**config.mk**
```make
export PLATFORM = sky130hd
export DESIGN_NAME = dual_servo_pwm_stepper_flat
export DESIGN_NICKNAME = d
export VERILOG_FILES = /design/src/hw/rtl/dsps_pkg.sv /design/src/hw/rtl/dsps_if.sv /design/src/hw/rtl/dual_servo_pwm_stepper.sv /design/src/hw/rtl/dsps_in_reg.sv /design/src/hw/rtl/dsps_core.sv /design/src/flat_wrapper.sv
export SDC_FILE = /design/constraint.sdc
export NUM_CORES = 1
export LEC_CHECK = 0
export ABC_AREA = 0
export BUFFER_PORTS_ARGS = -buffer_cell sky130_fd_sc_hd__buf_2
export CAP_MARGIN = 20
export CELL_PAD_IN_SITES_DETAIL_PLACEMENT = 1
export CELL_PAD_IN_SITES_GLOBAL_PLACEMENT = 1
export CORE_MARGIN = 8
export CORE_UTILIZATION = 38
export CTS_BUF_LIST = sky130_fd_sc_hd__clkbuf_2 sky130_fd_sc_hd__clkbuf_4 sky130_fd_sc_hd__clkbuf_8
export DETAILED_ROUTE_END_ITERATION = 6
export MAX_ROUTING_LAYER = met4
export PLACE_DENSITY = 0.71
export RECOVER_POWER = 100
export REMOVE_ABC_BUFFERS = 1
export SYNTH_ARGS = -nofsm -noshare
export SYNTH_HDL_FRONTEND = slang
export SYNTH_HIERARCHICAL = 1
export SYNTH_SLANG_ARGS = --single-unit
export TNS_END_PERCENT = 1
```
**constraint.sdc**
```tcl
create_clock -name clk_i -period 6.7 [get_ports clk_i]
set_input_delay 1.34 -clock clk_i [delete_from_list [all_inputs] [get_ports clk_i]]
set_output_delay 1.34 -clock clk_i [all_outputs]
set_load 0.03 [all_outputs]
```
**src/hw/rtl/dsps_pkg.sv**
```systemverilog
`timescale 1ns / 1ps

package dsps_pkg;

  localparam int unsigned CMD_W  = 3;
  localparam int unsigned POS_W  = 8;
  localparam int unsigned PAN_W  = 5;
  localparam int unsigned TILT_W = 4;
  localparam int unsigned CNT_W  = 8;
  localparam int unsigned STEP_W = 5;

  localparam logic [STEP_W-1:0] STEP_RESET       = 5'd2;
  localparam logic [PAN_W-1:0]  PAN_POS_RESET    = 5'd15;
  localparam logic [TILT_W-1:0] TILT_POS_RESET   = 4'd5;

  typedef enum logic [CMD_W-1:0] {
    CMD_TICK     = 3'd0,
    CMD_PAN_UP   = 3'd1,
    CMD_PAN_DN   = 3'd2,
    CMD_TILT_UP  = 3'd3,
    CMD_TILT_DN  = 3'd4,
    CMD_SET_PAN  = 3'd5,
    CMD_SET_TILT = 3'd6
  } cmd_e;

  typedef struct packed {
    logic [CMD_W-1:0] cmd;
    logic [POS_W-1:0] position;
  } in_item_t;

  typedef struct packed {
    logic     valid;
    in_item_t item;
  } stage_t;

endpackage

```
**src/hw/rtl/dsps_if.sv**
```systemverilog
`timescale 1ns / 1ps

interface dsps_cmd_if;
  logic                        valid;
  logic                        ready;
  logic [dsps_pkg::CMD_W-1:0]  cmd;
  logic [dsps_pkg::POS_W-1:0]  position;

  modport source (output valid, cmd, position, input ready);
  modport sink   (input valid, cmd, position, output ready);
endinterface

interface dsps_res_if;
  logic                        valid;
  logic                        ready;
  logic                        pwm_pan;
  logic                        pwm_tilt;
  logic [dsps_pkg::PAN_W-1:0]  width_pan;
  logic [dsps_pkg::TILT_W-1:0] width_tilt;

  modport source (output valid, pwm_pan, pwm_tilt, width_pan, width_tilt, input ready);
  modport sink   (input valid, pwm_pan, pwm_tilt, width_pan, width_tilt, output ready);
endinterface

```
**src/hw/rtl/dual_servo_pwm_stepper.sv**
```systemverilog
`timescale 1ns / 1ps

// Two-channel servo PWM generator with step and set commands.
// Commands arrive on cmd_ch_i (cmd, position) and each one produces exactly
// one result on res_ch_o (pwm_pan, pwm_tilt, width_pan, width_tilt).
// A transfer occurs on a clock edge with valid and ready both high.
// The command is captured in an input register, evaluated in one pass of
// combinational logic, and the result lands in an output register.
// Throughput is one command per cycle while the receiver keeps taking results;
// the state update and the result register are loaded in the same cycle.
// When the receiver stalls, the result holds and one more command waits in
// the input register; after that cmd_ch_i.ready drops until the result is
// taken.
// The step size register is written with step_size_we_i and step_size_i.
// Reset clears both registers, sets the period counter to zero, both
// levels low, pan position and width to 15, tilt position and width to 5,
// and the step size to 2.
module dual_servo_pwm_stepper #(
  parameter int unsigned PERIOD_TICKS = 200,
  parameter int unsigned PAN_MAX      = 25,
  parameter int unsigned TILT_MAX     = 10,
  parameter int unsigned WIDTH_MIN    = 5
) (
  input  logic                        clk_i,
  input  logic                        rst_ni,
  input  logic                        step_size_we_i,
  input  logic [dsps_pkg::STEP_W-1:0] step_size_i,
  dsps_cmd_if.sink                    cmd_ch_i,
  dsps_res_if.source                  res_ch_o
);

  dsps_pkg::stage_t stage;
  logic             take;

  dsps_in_reg u_in_reg (
    .clk_i   (clk_i),
    .rst_ni  (rst_ni),
    .cmd_i   (cmd_ch_i),
    .take_i  (take),
    .stage_o (stage)
  );

  dsps_core #(
    .PERIOD_TICKS (PERIOD_TICKS),
    .PAN_MAX      (PAN_MAX),
    .TILT_MAX     (TILT_MAX),
    .WIDTH_MIN    (WIDTH_MIN)
  ) u_core (
    .clk_i          (clk_i),
    .rst_ni         (rst_ni),
    .step_size_we_i (step_size_we_i),
    .step_size_i    (step_size_i),
    .stage_i        (stage),
    .take_o         (take),
    .res_o          (res_ch_o)
  );

endmodule

```
**src/hw/rtl/dsps_in_reg.sv**
```systemverilog
`timescale 1ns / 1ps

module dsps_in_reg (
  input  logic             clk_i,
  input  logic             rst_ni,
  dsps_cmd_if.sink         cmd_i,
  input  logic             take_i,
  output dsps_pkg::stage_t stage_o
);

  logic               valid_q, valid_d;
  dsps_pkg::in_item_t item_q;

  assign cmd_i.ready = !valid_q || take_i;
  assign valid_d     = cmd_i.ready ? cmd_i.valid : valid_q;

  always_ff @(posedge clk_i or negedge rst_ni) begin
    if (!rst_ni) begin
      valid_q <= 1'b0;
    end else begin
      valid_q <= valid_d;
    end
  end

  always_ff @(posedge clk_i) begin
    if (cmd_i.ready && cmd_i.valid) begin
      item_q.cmd      <= cmd_i.cmd;
      item_q.position <= cmd_i.position;
    end
  end

  assign stage_o.valid = valid_q;
  assign stage_o.item  = item_q;

endmodule

```
**src/hw/rtl/dsps_core.sv**
```systemverilog
`timescale 1ns / 1ps

module dsps_core #(
  parameter int unsigned PERIOD_TICKS = 200,
  parameter int unsigned PAN_MAX      = 25,
  parameter int unsigned TILT_MAX     = 10,
  parameter int unsigned WIDTH_MIN    = 5
) (
  input  logic                        clk_i,
  input  logic                        rst_ni,
  input  logic                        step_size_we_i,
  input  logic [dsps_pkg::STEP_W-1:0] step_size_i,
  input  dsps_pkg::stage_t            stage_i,
  output logic                        take_o,
  dsps_res_if.source                  res_o
);

  localparam logic [7:0] PeriodLim = 8'(PERIOD_TICKS);
  localparam logic [7:0] PanMax8   = 8'(PAN_MAX);
  localparam logic [7:0] TiltMax8  = 8'(TILT_MAX);
  localparam logic [7:0] MinW8     = 8'(WIDTH_MIN);
  localparam logic [5:0] PanMax6   = 6'(PAN_MAX);
  localparam logic [5:0] TiltMax6  = 6'(TILT_MAX);
  localparam logic [5:0] MinW6     = 6'(WIDTH_MIN);

  function automatic logic [7:0] clamp_w(logic [7:0] v, logic [7:0] hi);
    logic [7:0] r;
    if (v <= MinW8) begin
      r = MinW8;
    end else if (v >= hi) begin
      r = hi;
    end else begin
      r = v;
    end
    return r;
  endfunction

  logic [dsps_pkg::STEP_W-1:0] step_q;
  logic [dsps_pkg::CNT_W-1:0]  cnt_q, cnt_d;
  logic [dsps_pkg::PAN_W-1:0]  pan_pos_q, pan_pos_d, pan_width_q, pan_width_d;
  logic [dsps_pkg::TILT_W-1:0] tilt_pos_q, tilt_pos_d, tilt_width_q, tilt_width_d;
  logic                        pan_lvl_q, pan_lvl_d, tilt_lvl_q, tilt_lvl_d;
  logic                        res_valid_q, res_valid_d;
  logic                        fire;

  logic [5:0] step6, pan6, tilt6;
  logic [5:0] pan_sum, pan_diff, tilt_sum, tilt_diff;
  logic [dsps_pkg::PAN_W-1:0]  pan_up, pan_dn;
  logic [dsps_pkg::TILT_W-1:0] tilt_up, tilt_dn;
  logic [7:0] cnt_inc, pan_src, tilt_src, pan_clamp, tilt_clamp;
  logic [dsps_pkg::POS_W-1:0] position;

  assign fire   = stage_i.valid && (!res_valid_q || res_o.ready);
  assign take_o = fire;
  assign position = stage_i.item.position;

  assign step6     = 6'(step_q);
  assign pan6      = 6'(pan_pos_q);
  assign tilt6     = 6'(tilt_pos_q);
  assign pan_sum   = pan6 + step6;
  assign pan_diff  = pan6 - step6;
  assign tilt_sum  = tilt6 + step6;
  assign tilt_diff = tilt6 - step6;
  assign pan_up    = (pan_sum <= PanMax6) ? pan_sum[4:0] : PanMax6[4:0];
  assign pan_dn    = (MinW6 + step6 <= pan6) ? pan_diff[4:0] : MinW6[4:0];
  assign tilt_up   = (tilt_sum <= TiltMax6) ? tilt_sum[3:0] : TiltMax6[3:0];
  assign tilt_dn   = (MinW6 + step6 <= tilt6) ? tilt_diff[3:0] : MinW6[3:0];
  assign cnt_inc   = cnt_q + 8'd1;

  always_comb begin
    cnt_d      = cnt_q;
    pan_pos_d  = pan_pos_q;
    tilt_pos_d = tilt_pos_q;
    pan_lvl_d  = pan_lvl_q;
    tilt_lvl_d = tilt_lvl_q;
    unique case (stage_i.item.cmd)
      dsps_pkg::CMD_TICK: begin
        pan_lvl_d  = cnt_q <= 8'(pan_width_q);
        tilt_lvl_d = cnt_q <= 8'(tilt_width_q);
        cnt_d      = (cnt_inc >= PeriodLim) ? 8'd0 : cnt_inc;
      end
      dsps_pkg::CMD_PAN_UP:  pan_pos_d  = pan_up;
      dsps_pkg::CMD_PAN_DN:  pan_pos_d  = pan_dn;
      dsps_pkg::CMD_TILT_UP: tilt_pos_d = tilt_up;
      dsps_pkg::CMD_TILT_DN: tilt_pos_d = tilt_dn;
      default: ;
    endcase
  end

  assign pan_src    = (stage_i.item.cmd == dsps_pkg::CMD_SET_PAN) ? position : 8'(pan_pos_d);
  assign tilt_src   = (stage_i.item.cmd == dsps_pkg::CMD_SET_TILT) ? position : 8'(tilt_pos_d);
  assign pan_clamp  = clamp_w(pan_src, PanMax8);
  assign tilt_clamp = clamp_w(tilt_src, TiltMax8);

  always_comb begin
    pan_width_d  = pan_width_q;
    tilt_width_d = tilt_width_q;
    case (stage_i.item.cmd) inside
      dsps_pkg::CMD_PAN_UP, dsps_pkg::CMD_PAN_DN, dsps_pkg::CMD_SET_PAN:
        pan_width_d = pan_clamp[4:0];
      dsps_pkg::CMD_TILT_UP, dsps_pkg::CMD_TILT_DN, dsps_pkg::CMD_SET_TILT:
        tilt_width_d = tilt_clamp[3:0];
      default: ;
    endcase
  end

  assign res_valid_d = fire ? 1'b1 : (res_o.ready ? 1'b0 : res_valid_q);

  always_ff @(posedge clk_i or negedge rst_ni) begin
    if (!rst_ni) begin
      step_q       <= dsps_pkg::STEP_RESET;
      cnt_q        <= '0;
      pan_pos_q    <= dsps_pkg::PAN_POS_RESET;
      tilt_pos_q   <= dsps_pkg::TILT_POS_RESET;
      pan_width_q  <= dsps_pkg::PAN_POS_RESET;
      tilt_width_q <= dsps_pkg::TILT_POS_RESET;
      pan_lvl_q    <= 1'b0;
      tilt_lvl_q   <= 1'b0;
      res_valid_q  <= 1'b0;
    end else begin
      res_valid_q <= res_valid_d;
      if (step_size_we_i) begin
        step_q <= step_size_i;
      end
      if (fire) begin
        cnt_q        <= cnt_d;
        pan_pos_q    <= pan_pos_d;
        tilt_pos_q   <= tilt_pos_d;
        pan_width_q  <= pan_width_d;
        tilt_width_q <= tilt_width_d;
        pan_lvl_q    <= pan_lvl_d;
        tilt_lvl_q   <= tilt_lvl_d;
      end
    end
  end

  assign res_o.valid      = res_valid_q;
  assign res_o.pwm_pan    = pan_lvl_q;
  assign res_o.pwm_tilt   = tilt_lvl_q;
  assign res_o.width_pan  = pan_width_q;
  assign res_o.width_tilt = tilt_width_q;

`ifndef SYNTHESIS
  a_cnt_range: assert property (@(posedge clk_i) disable iff (!rst_ni)
    cnt_q < PeriodLim) else $error("period counter out of range");

  a_no_take_on_stall: assert property (@(posedge clk_i) disable iff (!rst_ni)
    res_valid_q && !res_o.ready |-> !fire) else $error("transfer taken while result stalled");

  a_cnt_holds: assert property (@(posedge clk_i) disable iff (!rst_ni)
    fire && stage_i.item.cmd != dsps_pkg::CMD_TICK |=> $stable(cnt_q))
    else $error("counter moved on a non-tick command");

  a_pan_level: assert property (@(posedge clk_i) disable iff (!rst_ni)
    fire && stage_i.item.cmd == dsps_pkg::CMD_TICK |=>
      pan_lvl_q == ($past(cnt_q) <= 8'($past(pan_width_q))))
    else $error("pan level does not match compare");

  a_hold_levels: assert property (@(posedge clk_i) disable iff (!rst_ni)
    !fire |=> $stable(pan_lvl_q) && $stable(tilt_lvl_q) && $stable(pan_width_q))
    else $error("state changed without a transfer");
`endif

endmodule
```
**src/flat_wrapper.sv**
```systemverilog
// flat-port wrapper written by rule: the top's interface ports become plain ports
module dual_servo_pwm_stepper_flat 
#(
  parameter int unsigned PERIOD_TICKS = 200,
  parameter int unsigned PAN_MAX      = 25,
  parameter int unsigned TILT_MAX     = 10,
  parameter int unsigned WIDTH_MIN    = 5
)
  (clk_i, rst_ni, step_size_we_i, step_size_i, cmd_ch_i_valid, cmd_ch_i_cmd, cmd_ch_i_position, cmd_ch_i_ready, res_ch_o_valid, res_ch_o_pwm_pan, res_ch_o_pwm_tilt, res_ch_o_width_pan, res_ch_o_width_tilt, res_ch_o_ready);
  dsps_cmd_if cmd_ch_i_i ();
  dsps_res_if res_ch_o_i ();
  input  logic clk_i;
  input  logic rst_ni;
  input  logic step_size_we_i;
  input  logic [dsps_pkg::STEP_W-1:0] step_size_i;
  input wire logic [$bits(cmd_ch_i_i.valid)-1:0] cmd_ch_i_valid;
  input wire logic [$bits(cmd_ch_i_i.cmd)-1:0] cmd_ch_i_cmd;
  input wire logic [$bits(cmd_ch_i_i.position)-1:0] cmd_ch_i_position;
  output wire logic [$bits(cmd_ch_i_i.ready)-1:0] cmd_ch_i_ready;
  output wire logic [$bits(res_ch_o_i.valid)-1:0] res_ch_o_valid;
  output wire logic [$bits(res_ch_o_i.pwm_pan)-1:0] res_ch_o_pwm_pan;
  output wire logic [$bits(res_ch_o_i.pwm_tilt)-1:0] res_ch_o_pwm_tilt;
  output wire logic [$bits(res_ch_o_i.width_pan)-1:0] res_ch_o_width_pan;
  output wire logic [$bits(res_ch_o_i.width_tilt)-1:0] res_ch_o_width_tilt;
  input wire logic [$bits(res_ch_o_i.ready)-1:0] res_ch_o_ready;
  assign cmd_ch_i_i.valid = cmd_ch_i_valid;
  assign cmd_ch_i_i.cmd = cmd_ch_i_cmd;
  assign cmd_ch_i_i.position = cmd_ch_i_position;
  assign cmd_ch_i_ready = cmd_ch_i_i.ready;
  assign res_ch_o_valid = res_ch_o_i.valid;
  assign res_ch_o_pwm_pan = res_ch_o_i.pwm_pan;
  assign res_ch_o_pwm_tilt = res_ch_o_i.pwm_tilt;
  assign res_ch_o_width_pan = res_ch_o_i.width_pan;
  assign res_ch_o_width_tilt = res_ch_o_i.width_tilt;
  assign res_ch_o_i.ready = res_ch_o_ready;
  dual_servo_pwm_stepper #(.PERIOD_TICKS(PERIOD_TICKS), .PAN_MAX(PAN_MAX), .TILT_MAX(TILT_MAX), .WIDTH_MIN(WIDTH_MIN)) u_core (.clk_i(clk_i), .rst_ni(rst_ni), .step_size_we_i(step_size_we_i), .step_size_i(step_size_i), .cmd_ch_i(cmd_ch_i_i), .res_ch_o(res_ch_o_i));
endmodule
```
==> results.ini, run 1 <==
[timing]
rsz0062_at_grt=false
slew_headroom_pct=-40.7
worstMarginPinSlew_ns=2.11
post-route-min-period_ns=3.95
hold_viol_final=0
setup_viol=0
final_max_slew_viol_count=36
fmax_mhz=253
tns_ns=0
holdWs_ns=0.489
fin_crit_sh_pct=58.9
clock_skew_ns=0.0137

[yosys]
syn_area_um2=3810
yosysSeqAreaShare_pct=32.1
synth.area.mux_share_pct=1.08
synth_compound_area_share_pct=24.2
yosys-top-cells-area=dfrtp_1 (14%), ha_1 (11%), dfstp_2 (9.0%)
synth_top_family_by_area=compound AO/OA/AOI/OAI gates
yosysTopAreaCell=dfrtp_1
syn_avg_cell_area_um2=8.78
syn_inst=434
ys_ff_latch=46
ys.flop_type=dfrtp_1
synthXorXnorAreaFrac_pct=2.30
synthAdderAreaFrac_pct=13.6
synth_edf_count=11
synthSimpleGateAreaFrac_pct=21.8
yosys_warnings=6
synth_top_area_share_pct=14.4
synth_cell_types=79
async_reset_ff_share_pct=76.1

[floorplan]
dieArea_um2=13500
fp.coreArea_um2=9770
start_util_pct=39.0
num_rows=36
die_y_um=116
die_w_um=116
io-pin-count=34

[final_layout]
stdcell_area_um2=4120
syn_to_final_growth_pct=8.11
multi_input_area_um2=2350
regArea_um2=1220
nets=521
diodes=0
fill_cells=1200
drive_above_1_share_pct=10.8

[critical_path]
cp_top_family=simple AND/OR/NAND/NOR gates
cp-start-kind=input pin
cp.required_ns=5.36
max_stage_delay_ns=0.34
endpoint_kind=output pin
crit_chain=buf_2 -> nand2b_1 -> nand2_1 -> inv_1 -> nand2b_1 -> clkbuf_1
critPathMaxFanout=14
crit_path_frequent_cell=nand2b_1
critPathSlowestCell=nand2_1
critPathKind=input pin to output pin
cp.buffers_inverters=3
cp.arrival_ns=2.61

[drt]
routed_wl_um=10500
firstDrtPassIters=4
final_antenna_net_count=0
via_per_inst=5.55
wl_per_cell_um=17.6
route.detailed.drc=0
num_vias=3302
first_iter_violations=149

[clock_network]
ctsHoldBuffers=0
clkSlewWorstSetupHoldPaths_ns=0.10
htreeDepth=2
clockBufferDepth=2
cts_resized=0
post_cts_buffers=0
cts_tree=yes
cts.sinks=46
clock_insertion_delay_worst_skew_ns=0.31
cts_root_buffer=clkbuf_8
cts_buffers=5

[min_path]
hold_path_class=flip-flop to flip-flop

[placement]
place.gp.congestion=0.867
place_area_um2=4080
port_buffers=33
dpl.hpwl_um=8340

[power]
power_density_nw_per_um2=388
leakagePower_nw=1.71
power_frac_clock_pct=13.5
combPwrFrac_pct=55.8
p_int_uw=857
power_switching_uw=742
ir_drop_uv=143
p_sw_share_pct=46.4
seqPwrFrac_pct=30.6

[flow_run]
drv_cap=1

[run_status]
violations=capacitance limit, slew limit
status=finished, violations left

[grt]
grtUsageTotal_pct=17.2
grt_max_degree=36
antenna_found_initial=0
grt_pass1_vias=3537
grt_pass1_wl_um=18000
overflow=0

## cell usage after synthesis, drive strengths merged, types with 4 or more instances
cell / number
and3: 4
and2: 6
clkbuf: 7
a31oi: 4
a41oi: 4
nor2b: 12
nand2b: 16
nand3: 7
dfstp: 13
xnor2: 7
a221oi: 4
ha: 35
nand2: 50
inv: 33
o31ai: 5
a211o: 4
fa: 4
a21oi: 32
buf: 6
o21ai: 37
o2bb2ai: 5
nor2: 26
nor4: 6
nor3: 10
edfxtp: 11
o211ai: 5
a211oi: 4
dfrtp: 22
## sequential cells by signal, summed over array words and instances (netlist names), 4 cells and up
name,cells
u_core/u_in_reg/stage_o,11
u_core/u_core/cnt_q,8
u_core/u_core/pan_pos_q,5
u_core/u_core/res_o.width_pan,5
u_core/u_core/step_q,5
u_core/u_core/res_o.width_tilt,4
u_core/u_core/tilt_pos_q,4
## kinds of logic after synthesis
kind of cell,Yosys count
buffers and inverters,46
xor gates and xnor gates,10
muxes,4
DFF,46
AOI/OAI and AO/OA,134
adders and majority gates,39
and+or+nand+nor,155
## cell usage in the layout (no fill, tap or decap), drive strengths merged, types with 7 or more instances in the layout
| cell | n |
|---|---|
| nand2b | 16 |
| nand3 | 7 |
| xnor2 | 7 |
| nor3 | 10 |
| nor2 | 26 |
| dfstp | 13 |
| edfxtp | 11 |
| a21oi | 32 |
| dfrtp | 22 |
| nor2b | 12 |
| clkbuf | 21 |
| nand2 | 50 |
| o21ai | 37 |
| buf | 18 |
| inv | 33 |
| ha | 35 |
## layer usage
metal	GRT usage, %	share of wire (%)	vias up
met5	-	0	-
met4	3.89	1.0	0
met3	2.43	2.0	8
met2	28.7	48	35
met1	21.7	49	1633
li1	-	-	1626
## layout make-up
type,count,share of cell area (%)
sequential,46,29.7
tap,133,4.04
clock inverter,2,0.911
inverter,33,3.01
clock buffer,6,1.85
multi-input combinational,342,57.0
timing repair buffer,33,3.55
## per-stage QoR
stage	utilization [%]	worst slack (ns)	power, mW	cells
after CTS	42.9	2.81	1.66	595
final	42.1	2.75	1.60	595
after floorplan	-	3.28	1.17	421
after global placement	41.7	2.87	1.39	587
after global routing	42.1	2.64	1.75	595
after detailed placement	41.7	2.81	1.43	587
## power by group through the flow
stage / Combinational (mW) / Clock (mW) / Sequential [mW]
final: 0.893 / 0.216 / 0.490
after global routing: 1.01 / 0.232 / 0.507
after CTS: 0.942 / 0.224 / 0.491
after detailed placement: 0.937 / 0 / 0.496
after global placement: 0.896 / 0 / 0.492
after floorplan: 0.641 / 0 / 0.529
## path summary, 6_finish.rpt
path,cells past startpoint,from,to,slack (ns)
worst max-delay path,6,res_ch_o_ready,cmd_ch_i_ready,2.75
max in group asynchronous,1,rst_ni,u_core/u_core/pan_pos_q[4]$_DFFE_PN0P_,3.86
worst max register to register,12,u_core/u_core/step_q[1]$_DFFE_PN1P_,u_core/u_core/res_o.width_pan[0]$_DFFE_PN1P_,3.16
worst min register to register,2,u_core/u_core/res_o.pwm_pan$_DFFE_PN0P_,u_core/u_core/res_o.pwm_pan$_DFFE_PN0P_,0.49
worst min-delay path,2,u_core/u_core/res_o.pwm_pan$_DFFE_PN0P_,u_core/u_core/res_o.pwm_pan$_DFFE_PN0P_,0.49
min in group asynchronous,1,rst_ni,u_core/u_core/step_q[3]$_DFFE_PN0P_,1.63
## worst reg2reg max path, stage by stage, from the launching register on
cell,delay [ns]
dfstp_1,0.77
ha_1,0.31
o21ai_0,0.13
xnor2_1,0.16
ha_1,0.30
a21o_1,0.20
mux2i_1,0.13
a21oi_1,0.07
nor3_1,0.40
a221oi_1,0.26
a211o_1,0.33
a2bb2o_4,0.21
a41oi_1,0.20
(Power assumes the default switching activity.)
==> run 2: changes to the inputs <==
--- a/config.mk
+++ b/config.mk
@@ -5,7 +5,7 @@
 export SDC_FILE = /design/constraint.sdc
 export NUM_CORES = 1
 export LEC_CHECK = 0
-export ABC_AREA = 0
+export ABC_AREA = 1
 export BUFFER_PORTS_ARGS = -buffer_cell sky130_fd_sc_hd__buf_2
 export CAP_MARGIN = 20
 export CELL_PAD_IN_SITES_DETAIL_PLACEMENT = 1
@@ -15,7 +15,7 @@
 export CTS_BUF_LIST = sky130_fd_sc_hd__clkbuf_2 sky130_fd_sc_hd__clkbuf_4 sky130_fd_sc_hd__clkbuf_8
 export DETAILED_ROUTE_END_ITERATION = 6
 export MAX_ROUTING_LAYER = met4
-export PLACE_DENSITY = 0.71
+export PLACE_DENSITY = 0.74
 export RECOVER_POWER = 100
 export REMOVE_ABC_BUFFERS = 1
 export SYNTH_ARGS = -nofsm -noshare
==> constraint.sdc (replaced) <==
create_clock -name clk_i -period 3.9 [get_ports clk_i]
set_input_delay 0.78 -clock clk_i [delete_from_list [all_inputs] [get_ports clk_i]]
set_output_delay 0.78 -clock clk_i [all_outputs]
set_load 0.03 [all_outputs]
==> results.ini, run 2 <==
[timing]
tns_ns=0  ; unchanged
fin_crit_sh_pct=82.2
fmax_mhz=312
post-route-min-period_ns=3.20
hold_viol_final=0  ; unchanged
setup_slack_ns=0.696  ; -2.06 ns
clock_skew_ns=0.0158  ; +0.00213 ns
worstMarginPinSlew_ns=2.11  ; -0.00108 ns
rsz0062_at_grt=false
setup_viol=0  ; unchanged
final_max_slew_viol_count=36  ; unchanged
slew_headroom_pct=-40.7  ; +0.072 points

[drt]
final_antenna_net_count=0  ; unchanged
routed_wl_um=9680  ; -7.5%
first_iter_violations=86  ; -42%
firstDrtPassIters=4  ; unchanged
via_per_inst=5.01  ; -9.7%
num_vias=3213  ; -2.7%
route.detailed.drc=0  ; unchanged
wl_per_cell_um=15.1  ; -14%

[clock_network]
post_cts_buffers=0  ; unchanged
ctsHoldBuffers=0  ; unchanged
htreeDepth=2  ; unchanged
clkSlewWorstSetupHoldPaths_ns=0.10  ; about the same
cts_tree=yes
clock_insertion_delay_worst_skew_ns=0.31  ; about the same
clockBufferDepth=2  ; unchanged
cts_buffers=5  ; unchanged
cts_resized=0  ; unchanged
cts.sinks=46  ; unchanged
cts_root_buffer=clkbuf_8

[critical_path]
cp.required_ns=4.15  ; -1.21 ns
critPathLaunch=u_core/u_core/step_q[1]$_DFFE_PN1P_
cp.arrival_ns=3.45  ; +0.84 ns
reg2reg_from=u_core/u_core/step_q[1]$_DFFE_PN1P_
critPathKind=flip-flop to flip-flop
rrSetupSlack_ns=0.70  ; -2.46 ns
endpoint_kind=flip-flop
critPathMaxFanout=6  ; -8
cp-start-kind=flip-flop

[min_path]
hold_path_class=flip-flop to flip-flop
hold_start=u_core/u_core/res_o.width_tilt[0]$_DFFE_PN1P_

[yosys]
ys.flop_type=dfrtp_1
syn_avg_cell_area_um2=7.59  ; -13%
async_reset_ff_share_pct=76.1  ; unchanged
synth_common_cells=nand2_1 (110), inv_1 (75), nand3_1 (39), ha_1 (35), nor2_1 (32)
yosys-top-cells-area=dfrtp_1 (15%), ha_1 (12%), nand2_1 (11%)
syn_inst=475  ; +9.4%
synth_top_area_share_pct=15.3  ; +0.81 points
yosysSeqAreaShare_pct=33.9  ; +1.8 points
syn_area_um2=3610  ; -5.3%
synth.most_common_cell=nand2_1
yosysTopAreaCell=dfrtp_1
ys_ff_latch=46  ; unchanged
synth_cell_types=41  ; -48%
synth_edf_count=11  ; unchanged
yosys_warnings=6  ; unchanged

[power]
seqPwrFrac_pct=30.7  ; about the same
ir_drop_uv=219  ; +53%
power_density_nw_per_um2=719  ; +85%
power_frac_clock_pct=10.6  ; -2.9 points
leakagePower_nw=1.99  ; +16%
p_sw_share_pct=50.1  ; +3.8 points
power_switching_mw=1.43  ; +93%
combPwrFrac_pct=58.7  ; +2.9 points
p_int_mw=1.42  ; +66%

[final_layout]
multi_input_area_um2=2000  ; -15%
diodes=0  ; unchanged
final_cell_mix=nand2_1 (111), inv_1 (76), nand3_1 (39)
drive_above_1_share_pct=13.7  ; +2.8 points
regArea_um2=1220  ; unchanged
fin_cells=641  ; +7.7%
utilization_pct=42.9  ; +0.74 points
fill_cells=1202  ; +0.17%
nets=571  ; +9.6%
syn_to_final_growth_pct=9.85
layout_commonest_cell=nand2_1
largest_reg_flops=11  ; unchanged

[floorplan]
fp.coreArea_um2=9240  ; -5.5%
io-pin-count=34  ; unchanged
die_w_um=113  ; -2.3%
start_util_pct=39.0  ; +0.060 points
die_y_um=113  ; -2.3%
num_rows=35  ; -2.8%
dieArea_um2=12900  ; -4.6%

[grt]
use_met3_pct=2.64  ; +0.21 points
antenna_found_initial=0  ; unchanged
grtUsageTotal_pct=16.4  ; -0.85 points
use_met2_pct=28.2  ; -0.50 points
overflow=0  ; unchanged
met1_usage_pct=19.3  ; -2.3 points
grt_max_degree=36  ; unchanged
grt_pass1_vias=3402  ; -3.8%
grt_pass1_wl_um=16600  ; -8.1%
grt_busiest_layer=met2

[run_status]
violations=capacitance limit, slew limit
status=finished, violations left

[placement]
place.gp.congestion=0.858  ; -0.95%
dpl.hpwl_um=8020  ; -3.9%
pre_cts_slack_ns=0.947  ; -1.87 ns
port_buffers=33  ; unchanged
post-place-cells=633  ; +7.8%

[flow_run]
drv_cap=1  ; unchanged

[run 2: cell count changes after synthesis, moves of 6 or more]
cell / delta
xor2_1: +7
inv_1: +43
nand2_1: +62
nor2b_1: -12
a21oi_1: -16
nand3_1: +32
nand2b_1: -14
inv_2: +13
o21ai_0: -10
nand4_1: +7
nor3_1: -6
nor2_1: +6
[run 2: cells by family (layout without fill, tap and decap cells)]
kind of cell / count (synthesis) / in the layout / synth area share (%)
AO/OA/AOI/OAI: 68 / 68 / 11.9
XOR/XNOR: 13 / 13 / 3.16
adder cells (fa/ha/maj): 39 / 39 / 14.4
buffers and inverters: 94 / 131 / 9.99
flip-flops: 46 / 46 / 33.9
AND/OR/NAND/NOR: 215 / 215 / 26.7
[run 2: worst paths after layout]
path                                                                       to  cells past startpoint
worst max-delay path            u_core/u_core/res_o.width_tilt[0]$_DFFE_PN1P_                     18
worst min-delay path            u_core/u_core/res_o.width_tilt[0]$_DFFE_PN1P_                      2
worst max register to register  u_core/u_core/res_o.width_tilt[0]$_DFFE_PN1P_                     18
worst min register to register  u_core/u_core/res_o.width_tilt[0]$_DFFE_PN1P_                      2
max in group asynchronous        u_core/u_core/res_o.width_pan[4]$_DFFE_PN0P_                      1
min in group asynchronous                 u_core/u_core/step_q[3]$_DFFE_PN0P_                      1
[run 2: per-stage QoR]
stage	hold slack (ns)	power (mW)	cell area, um^2
6_report	0.494	2.85	3960
3_3_place_gp	0.470	2.50	3920
5_1_grt	0.518	3.14	3960
3_5_place_dp	0.477	2.60	3920
4_1_cts	0.493	2.92	4010
2_1_floorplan	0.484	2.11	3580
[run 2: area by class of cell]
cell class	instances	share of cell area [%]
clock buffer	6	1.93
clock inverter	2	0.347
inverter	89	8.43
multi-input combinational	335	50.6
sequential	46	30.8
tap	129	4.07
timing repair buffer	34	3.79
[run 2: routing by layer]
metal  up-vias  share of wire, %
met4         0               1.5
met3        15               2.2
li1       1610                 -
met1      1549                47
met2        39                49
met5         -                 0
[run 2: critical path, stage by stage (launching register included)]
cell and delay, ns:
dfstp_1 0.70, inv_1 0.22, o21ai_0 0.31, xor2_1 0.19, inv_1 0.08, ha_1 0.30
nand2_1 0.11, o21bai_1 0.14, a21oi_1 0.12, nor2_1 0.15, nand2_1 0.07, nand2_1 0.06
clkinv_1 0.07, nand3_1 0.07, nand2_1 0.10, o211ai_1 0.25, nand2_1 0.08, nand2_1 0.07
nand2_1 0.05
[run 2: power groups by stage]
| stage | combinational, mW | clock, mW | sequential (mW) |
|---|---|---|---|
| 2_1_floorplan | 1.18 | 0 | 0.935 |
| 3_3_place_gp | 1.63 | 0 | 0.872 |
| 3_5_place_dp | 1.72 | 0 | 0.882 |
| 5_1_grt | 1.91 | 0.330 | 0.900 |
| 4_1_cts | 1.73 | 0.317 | 0.873 |
| 6_report | 1.67 | 0.303 | 0.874 |
